### src/rtl/uer_pkg.sv
// Shared types and constants for the ultrasonic echo ranger.
// No dependencies; imported by every module of the block.
package uer_pkg;

    localparam int TICKS_PER_CM = 36;
    localparam int SENSOR_COUNT = 3;

    localparam int DIST_W  = 11;
    localparam int COUNT_W = 17;
    localparam int ECHO_W  = 16;

    localparam logic [DIST_W-1:0]  FAIL_DISTANCE = 11'd999;
    localparam logic [DIST_W-1:0]  MAX_DISTANCE  = 11'd2047;
    localparam logic [COUNT_W-1:0] COUNT_LIMIT   = 17'h10000;

    // reciprocal for count / TICKS_PER_CM, exact for any 16-bit count
    localparam int DIV_SHIFT = ECHO_W + $clog2(TICKS_PER_CM);
    localparam int RECIP_W   = ECHO_W + 2;
    localparam logic [RECIP_W-1:0] DIV_RECIP =
        RECIP_W'(((64'd1 << DIV_SHIFT) + 64'(TICKS_PER_CM) - 64'd1) / 64'(TICKS_PER_CM));
    localparam int PROD_W = ECHO_W + RECIP_W;

    localparam logic [1:0] REG_TRIGGER_LENGTH  = 2'd0;
    localparam logic [1:0] REG_ECHO_WAIT_LIMIT = 2'd1;
    localparam logic [1:0] REG_HOLDOFF_LENGTH  = 2'd2;

    typedef enum logic [1:0] {
        ST_OK         = 2'd0,
        ST_NO_ECHO    = 2'd1,
        ST_OVERFLOW   = 2'd2,
        ST_BAD_SENSOR = 2'd3
    } status_t;

    typedef struct packed {
        logic [7:0]  trigger_length;
        logic [15:0] echo_wait_limit;
        logic [15:0] holdoff_length;
    } cfg_t;

    typedef struct packed {
        logic       cmd;
        logic [1:0] sensor_select;
        logic [2:0] echo_levels;
    } item_t;

    typedef struct packed {
        logic [DIST_W-1:0] distance_cm;
        status_t           status;
        logic              done_res;
        logic              busy_res;
        logic [2:0]        trigger_lines;
    } result_t;

endpackage

### src/rtl/uer_regs.sv
// APB configuration registers of the echo ranger.
// Depends on uer_pkg for the register map and the cfg_t group.
module uer_regs
    import uer_pkg::*;
(
    input  logic        clk,
    input  logic        rst_n,
    input  logic        psel,
    input  logic        penable,
    input  logic        pwrite,
    input  logic [3:0]  paddr,
    input  logic [31:0] pwdata,
    output logic [31:0] prdata,
    output logic        pready,
    output cfg_t        cfg
);

    cfg_t       cfg_reg;
    logic       wr_en;
    logic [1:0] reg_idx;

    assign pready  = 1'b1;
    assign wr_en   = psel && penable && pwrite;
    assign reg_idx = paddr[3:2];
    assign cfg     = cfg_reg;

    always_ff @(posedge clk or negedge rst_n)
    begin
        if (!rst_n)
        begin
            cfg_reg.trigger_length  <= 8'd7;
            cfg_reg.echo_wait_limit <= 16'd3125;
            cfg_reg.holdoff_length  <= 16'd25000;
        end
        else if (wr_en)
        begin
            unique case (reg_idx)
                REG_TRIGGER_LENGTH:  cfg_reg.trigger_length  <= pwdata[7:0];
                REG_ECHO_WAIT_LIMIT: cfg_reg.echo_wait_limit <= pwdata[15:0];
                REG_HOLDOFF_LENGTH:  cfg_reg.holdoff_length  <= pwdata[15:0];
                default:             ;
            endcase
        end
    end

    always_comb
    begin
        unique case (reg_idx)
            REG_TRIGGER_LENGTH:  prdata = {24'd0, cfg_reg.trigger_length};
            REG_ECHO_WAIT_LIMIT: prdata = {16'd0, cfg_reg.echo_wait_limit};
            REG_HOLDOFF_LENGTH:  prdata = {16'd0, cfg_reg.holdoff_length};
            default:             prdata = 32'd0;
        endcase
    end

endmodule

### src/rtl/uer_seq.sv
// Measurement sequencer: phase, tick counter and selected sensor, plus the
// per-tick result logic. Depends on uer_pkg.
module uer_seq
    import uer_pkg::*;
(
    input  logic    clk,
    input  logic    rst_n,
    input  logic    step,
    input  item_t   item,
    input  cfg_t    cfg,
    output result_t res
);

    typedef enum logic [2:0] {
        PH_IDLE    = 3'd0,
        PH_TRIGGER = 3'd1,
        PH_WAIT    = 3'd2,
        PH_MEASURE = 3'd3,
        PH_HOLDOFF = 3'd4
    } phase_t;

    phase_t             phase_reg, phase_next;
    logic [COUNT_W-1:0] count_reg, count_next;
    logic [1:0]         sensor_reg, sensor_next;

    phase_t             cur_phase;
    logic [COUNT_W-1:0] cur_count;
    logic [COUNT_W-1:0] count_inc;
    logic [7:0]         trig_len;
    logic [3:0]         echo_shift;
    logic               echo;
    logic [PROD_W-1:0]  product;
    logic [ECHO_W-1:0]  quotient;
    logic [DIST_W-1:0]  dist_sat;

    assign trig_len = (cfg.trigger_length == 8'd0) ? 8'd1 : cfg.trigger_length;

    // count / TICKS_PER_CM by reciprocal multiply
    assign product  = PROD_W'(count_reg[ECHO_W-1:0]) * PROD_W'(DIV_RECIP);
    assign quotient = ECHO_W'(product >> DIV_SHIFT);
    assign dist_sat = (quotient > ECHO_W'(MAX_DISTANCE)) ? MAX_DISTANCE
                                                         : quotient[DIST_W-1:0];

    always_comb
    begin
        phase_next  = phase_reg;
        count_next  = count_reg;
        sensor_next = sensor_reg;
        res         = '0;
        res.status  = ST_OK;
        res.busy_res = (phase_reg != PH_IDLE);

        cur_phase = phase_reg;
        cur_count = count_reg;

        if (phase_reg == PH_IDLE && item.cmd)
        begin
            if (32'(item.sensor_select) >= SENSOR_COUNT)
            begin
                res.done_res    = 1'b1;
                res.status      = ST_BAD_SENSOR;
                res.distance_cm = FAIL_DISTANCE;
            end
            else
            begin
                res.busy_res = 1'b1;
                sensor_next  = item.sensor_select;
                cur_phase    = PH_TRIGGER;
                cur_count    = '0;
            end
        end

        echo_shift = {1'b0, item.echo_levels} >> sensor_next;
        echo       = echo_shift[0];
        count_inc  = cur_count + 1'b1;
        phase_next = cur_phase;
        count_next = cur_count;

        unique case (cur_phase)
            PH_IDLE: ;
            PH_TRIGGER:
            begin
                res.trigger_lines = 3'(4'b0001 << sensor_next);
                if (count_inc >= COUNT_W'(trig_len))
                begin
                    phase_next = PH_WAIT;
                    count_next = '0;
                end
                else
                begin
                    count_next = count_inc;
                end
            end
            PH_WAIT:
            begin
                if (echo)
                begin
                    phase_next = PH_MEASURE;
                    count_next = COUNT_W'(1);
                end
                else if (count_inc >= COUNT_W'(cfg.echo_wait_limit))
                begin
                    res.done_res    = 1'b1;
                    res.status      = ST_NO_ECHO;
                    res.distance_cm = FAIL_DISTANCE;
                    phase_next      = PH_IDLE;
                    count_next      = '0;
                end
                else
                begin
                    count_next = count_inc;
                end
            end
            PH_MEASURE:
            begin
                if (echo && count_inc < COUNT_LIMIT)
                begin
                    count_next = count_inc;
                end
                else
                begin
                    res.done_res    = 1'b1;
                    res.status      = echo ? ST_OVERFLOW : ST_OK;
                    res.distance_cm = echo ? FAIL_DISTANCE : dist_sat;
                    count_next      = '0;
                    phase_next      = (cfg.holdoff_length != 16'd0) ? PH_HOLDOFF : PH_IDLE;
                end
            end
            PH_HOLDOFF:
            begin
                if (count_inc >= COUNT_W'(cfg.holdoff_length))
                begin
                    phase_next = PH_IDLE;
                    count_next = '0;
                end
                else
                begin
                    count_next = count_inc;
                end
            end
            default:
            begin
                phase_next = PH_IDLE;
                count_next = '0;
            end
        endcase
    end

    always_ff @(posedge clk or negedge rst_n)
    begin
        if (!rst_n)
        begin
            phase_reg  <= PH_IDLE;
            count_reg  <= '0;
            sensor_reg <= 2'd0;
        end
        else if (step)
        begin
            phase_reg  <= phase_next;
            count_reg  <= count_next;
            sensor_reg <= sensor_next;
        end
    end

endmodule

### src/rtl/ultrasonic_echo_ranger.sv
// Ultrasonic echo ranger top level: input beat register, sequencer, result
// register and APB registers. Depends on uer_pkg, uer_regs, uer_seq.
//
//  port group   dir  carries
//  s_*          in   one timer tick per beat: start request, sensor, echo levels
//  m_*          out  one result per tick: triggers, busy, done, status, distance
//  p*           in   APB writes/reads of trigger, echo wait and holdoff lengths
//
// One tick per clock unless the m side stalls; beat and result are each registered.
// The tick path is input register -> phase logic and divide-by-36 multiply
// -> result register. rst_n clears phase, counter, sensor and valid flags.
// A stalled m side backs up into s_tready only when both registers are full.
module ultrasonic_echo_ranger
    import uer_pkg::*;
(
    input  logic        clk,
    input  logic        rst_n,
    input  logic        s_tvalid,
    output logic        s_tready,
    input  logic [7:0]  s_tdata,   // [1:0] sensor_select, [4:2] echo_levels
    input  logic        s_tuser,   // cmd
    output logic        m_tvalid,
    input  logic        m_tready,
    output logic [23:0] m_tdata,   // [2:0] trigger_lines, [3] busy_res, [4] done_res,
                                   // [6:5] status, [17:7] distance_cm
    input  logic        psel,
    input  logic        penable,
    input  logic        pwrite,
    input  logic [3:0]  paddr,
    input  logic [31:0] pwdata,
    output logic [31:0] prdata,
    output logic        pready
);

    cfg_t    cfg;
    item_t   in_item_reg;
    logic    in_valid_reg;
    result_t res;
    result_t out_res_reg;
    logic    out_valid_reg;
    logic    advance;

    assign advance  = in_valid_reg && (!out_valid_reg || m_tready);
    assign s_tready = !in_valid_reg || advance;
    assign m_tvalid = out_valid_reg;
    assign m_tdata  = {6'd0, out_res_reg};

    uer_regs u_regs (
        .clk     (clk),
        .rst_n   (rst_n),
        .psel    (psel),
        .penable (penable),
        .pwrite  (pwrite),
        .paddr   (paddr),
        .pwdata  (pwdata),
        .prdata  (prdata),
        .pready  (pready),
        .cfg     (cfg)
    );

    uer_seq u_seq (
        .clk   (clk),
        .rst_n (rst_n),
        .step  (advance),
        .item  (in_item_reg),
        .cfg   (cfg),
        .res   (res)
    );

    always_ff @(posedge clk or negedge rst_n)
    begin
        if (!rst_n)
        begin
            in_valid_reg  <= 1'b0;
            out_valid_reg <= 1'b0;
        end
        else
        begin
            if (s_tready)
            begin
                in_valid_reg <= s_tvalid;
            end
            if (advance)
            begin
                out_valid_reg <= 1'b1;
            end
            else if (m_tready)
            begin
                out_valid_reg <= 1'b0;
            end
        end
    end

    always_ff @(posedge clk)
    begin
        if (s_tvalid && s_tready)
        begin
            in_item_reg.cmd           <= s_tuser;
            in_item_reg.sensor_select <= s_tdata[1:0];
            in_item_reg.echo_levels   <= s_tdata[4:2];
        end
        if (advance)
        begin
            out_res_reg <= res;
        end
    end

`ifndef SYNTH
    a_idle_fields_zero: assert property (@(posedge clk) disable iff (!rst_n)
        out_valid_reg && !out_res_reg.done_res |->
            out_res_reg.status == ST_OK && out_res_reg.distance_cm == '0)
        else $error("status or distance set without done");

    a_one_trigger: assert property (@(posedge clk) disable iff (!rst_n)
        out_valid_reg |-> $onehot0(out_res_reg.trigger_lines))
        else $error("more than one trigger line driven");

    a_fail_distance: assert property (@(posedge clk) disable iff (!rst_n)
        out_valid_reg && out_res_reg.done_res && out_res_reg.status != ST_OK |->
            out_res_reg.distance_cm == FAIL_DISTANCE)
        else $error("failure result without fail distance");

    a_stall_only_when_full: assert property (@(posedge clk) disable iff (!rst_n)
        !s_tready |-> in_valid_reg && out_valid_reg && !m_tready)
        else $error("input stalled while a register is free");
`endif

endmodule
### config.mk
export PLATFORM = sky130hd
export DESIGN_NAME = ultrasonic_echo_ranger
export DESIGN_NICKNAME = d
export VERILOG_FILES = /design/src/rtl/uer_pkg.sv /design/src/rtl/uer_regs.sv /design/src/rtl/uer_seq.sv /design/src/rtl/ultrasonic_echo_ranger.sv
export SDC_FILE = /design/constraint.sdc
export NUM_CORES = 1
export LEC_CHECK = 0
export BUFFER_PORTS_ARGS = -buffer_cell sky130_fd_sc_hd__buf_2
export CAP_MARGIN = 20
export CORE_MARGIN = 5
export CORE_UTILIZATION = 45
export CTS_CLUSTER_SIZE = 8
export DETAILED_ROUTE_END_ITERATION = 8
export GPL_TIMING_DRIVEN = 0
export PLACE_DENSITY = 0.65
export SLEW_MARGIN = 20
export SYNTH_ARGS = -nofsm -noshare
export SYNTH_HDL_FRONTEND = slang
export SYNTH_SLANG_ARGS = --single-unit
### constraint.sdc
create_clock -name clk -period 9.27 [get_ports clk]
set_input_delay 1.3905 -clock clk [delete_from_list [all_inputs] [get_ports clk]]
set_output_delay 1.3905 -clock clk [all_outputs]
set_load 0.02 [all_outputs]
==> flow_summary.toml <==
[floorplan]
start_util_pct = 45.43
fp-row-count = 54
die-height_microns = 158.2
die_area_sq_um = 25030
io_pins = 111
dieWidth_microns = 158.2
core_sq_um = 21760

[final_layout]
area_growth_pct = 11.43
largest_register_ffs = 40
layout-drive-gt1-share_pct = 12.89
regArea_sq_um = 2341
final_area_sq_um = 11010
multi_input_area_sq_um = 6550
num_antenna_cells = 0
nNetsFinal = 1438
fillCellCount = 2092

[detailed_routing]
vias = 7318
postRouteAntennaNets = 0
dr_wl_met2_microns = 11050
routedWlPerCell_microns = 15.81
first_pass_iters = 5
top_layer_used = "met4"
viasPerCell = 5.154
drt_iter0_markers = 437
dr_wl_met3_microns = 764
wl_met1_microns = 10180
drc = 0
routed_wirelength_microns = 22460

[pwr]
ir_drop_uv = 116.9
p_seq_share_pct = 32.4
p_sw_share_pct = 39.99
clock_power_share_pct = 24.3
switchingPower_mw = 0.6936
p_int_mw = 1.041
leakage_nw = 6.043
powerDensity_nw_per_um2 = 157.5
combPwrFrac_pct = 43.3

[placement]
placement.io_buffers = 66
place_congestion = 0.8752
post_dp_cell_area_sq_um = 10670
detailed_place_hpwl_microns = 18660

[cts]
root_buffer = "clkbuf_16"
cts_made_buffers = 9
cts_resized = 0
cts-htree-levels = 3
cts_tree = "done"
cts_hold_buf = 0
clk_path_buf_depth = 2
cts_setup_buffers = 0
cts.reportedPaths.clkPinSlew_ps = 70
cts_sinks = 88
clk-insertion-delay-late_ps = 350

[synth]
synth_compound_area_share_pct = 12.95
synth_area_sq_um = 9883
synth_top_area_share_pct = 22.15
synth_edf_count = 24
synthFlopType = "dfrtp_1"
synth.largest_area_cell = "ha_1"
synth_fa_ha_area_share_pct = 37.55
synth_seq_area_share_pct = 23.69
synth_simple_gate_area_share_pct = 9.621
synth_top_family_by_area = "adder cells"
synth.top_cells.by_count = "inv_1, ha_1, fa_1"
ys_seq_elements = 88
yosysWarnings = 0
synth_cells = 1036
synth.area.mux_share_pct = 3.064
async_reset_ff_share_pct = 72.73
yosys.area_share.xor_xnor_pct = 2.215
avgSynthCellArea_sq_um = 9.540
yosysMostFrequentCell = "inv_1"
yosys-top-cells-area = "ha_1, fa_1, dfrtp_1"
synth_cell_types = 59

[sta]
rsz0062_at_grt = "no"
min_period_ps = 6383
setup_viol = 0
fin_skew_ps = 9.377
worstMarginPinSlew_ps = 1006
timing.setup.tns_ps = 0
finalHoldViolCount = 0
max_freq_mhz = 156.7
period_share_pct = 68.86
relSlewSlack_pct = 32.00
finalMaxSlewViolations = 0

[run_status]
status = "finished, final reports clean"

[global_route]
grt_pass1_wl_microns = 37310
grt_max_degree = 51
track_usage_pct = 18.59
gr-total-overflow = 0
antenna_found_initial = 0
grt_pass1_vias = 7570

[setup_path]
crit_path_end_kind = "register"
r2r_start = "u_seq.count_reg[13]"
r2r_end = "m_tdata[15]"
reg2reg_slack_ps = 2890
crit_end = "m_tdata[15]"
cp.required_ps = 9370
worstSetupPathType = "reg2reg"
crit_start = "u_seq.count_reg[13]"
worstPathMaxFanout = 9
reg2reg_depth = 21
start_kind = "register"
cp.arrival_ps = 6490

[hold_path]
hold_path_class = "reg2reg"
min_from = "in_valid_reg"

[flow_run]
max_cap_violations = 0
## final cells by class
| type | instances | area share, % |
|---|---|---|
| clock buffers | 11 | 2.306 |
| flip-flops and latches | 88 | 21.26 |
| inverters | 218 | 7.430 |
| repair buffers | 67 | 3.272 |
| well taps | 280 | 3.181 |
| multi-input cells | 709 | 59.47 |
| clock inverters | 5 | 0.7839 |
| plain buffers | 42 | 2.295 |
## critical path: stages (launching register included)
cell and delay [ps]:
dfrtp_1 590, inv_1 180, fa_1 460, inv_1 100, fa_1 400, inv_1 80, fa_1 520, xor2_1 210
ha_1 290, inv_1 50, fa_1 500, fa_1 540, inv_1 40, ha_1 350, a211oi_1 250, o211ai_1 150
a221oi_1 330, o211ai_1 220, a31oi_1 350, o21ai_0 170, xor2_1 160, a21o_1 190
## stage by stage
stage | worst slack [ps] | util (%) | hold WS [ps] | std cells | power (mW)
2_1_floorplan | 3535 | - | 457.2 | 1057 | 1.107
3_3_place_gp | 2931 | 48.92 | 478.5 | 1403 | 1.297
3_5_place_dp | 2893 | 49.06 | 481.8 | 1404 | 1.318
4_1_cts | 2832 | 50.62 | 502.7 | 1420 | 1.746
5_1_grt | 2519 | 50.62 | 531.5 | 1420 | 1.870
6_report | 2887 | 50.62 | 499.8 | 1420 | 1.734
## power groups by stage
stage          combinational, mW  sequential [mW]  clock, mW
4_1_cts                    0.755            0.561      0.430
5_1_grt                    0.854            0.574      0.443
2_1_floorplan              0.549            0.558          0
3_3_place_gp               0.730            0.566          0
6_report                   0.751            0.561      0.422
3_5_place_dp               0.748            0.569          0
## per-layer routing
layer | GRT usage (%) | up-vias
met2 | 31.91 | 165
li1 | - | 3646
met5 | 0 | -
met4 | 4.590 | 0
met3 | 2.242 | 28
met1 | 25.11 | 3479
## layout by cell type, fill, tap and decap left out, types with 4 or more instances in the layout
| cell | count |
|---|---|
| inv_1 | 218 |
| ha_1 | 175 |
| fa_1 | 76 |
| buf_2 | 66 |
| nand2_1 | 61 |
| o21ai_0 | 58 |
| dfrtp_1 | 49 |
| nor2_1 | 39 |
| a21o_1 | 32 |
| a21oi_1 | 28 |
| buf_4 | 24 |
| edfxtp_1 | 24 |
| conb_1 | 23 |
| mux2_2 | 18 |
| clkbuf_1 | 17 |
| xnor2_1 | 17 |
| nand3_1 | 16 |
| dfstp_2 | 15 |
| a32o_1 | 12 |
| nand4_1 | 11 |
| nor3_1 | 11 |
| mux2i_1 | 10 |
| clkbuf_16 | 10 |
| nand2b_1 | 9 |
| a211oi_1 | 9 |
| xor2_1 | 8 |
| nor4_1 | 8 |
| a22o_1 | 8 |
| or3_1 | 6 |
| o22ai_1 | 6 |
| and4_1 | 5 |
| and2_1 | 5 |
| a221oi_1 | 5 |
| nor2b_1 | 4 |
| or2_2 | 4 |
| o31ai_1 | 4 |
| a31oi_1 | 4 |
## cell families (layout without fill, tap and decap cells)
family,count (synthesis),after routing
flip-flops,88,88
XOR/XNOR,25,25
buffers and inverters,260,343
AND/OR/NAND/NOR,192,192
multiplexers,28,28
AO/OA/AOI/OAI,190,190
adder cells (fa/ha/maj),251,251
other,2,23
## worst min path at each step
stage	end	depth (start not counted)
6_report	m_tvalid	1
5_1_grt	m_tvalid	1
4_1_cts	m_tvalid	1
3_5_place_dp	m_tvalid	1
3_3_place_gp	m_tvalid	1
2_1_floorplan	m_tvalid	1
No activity file was read; power rests on OpenSTA's default activity.
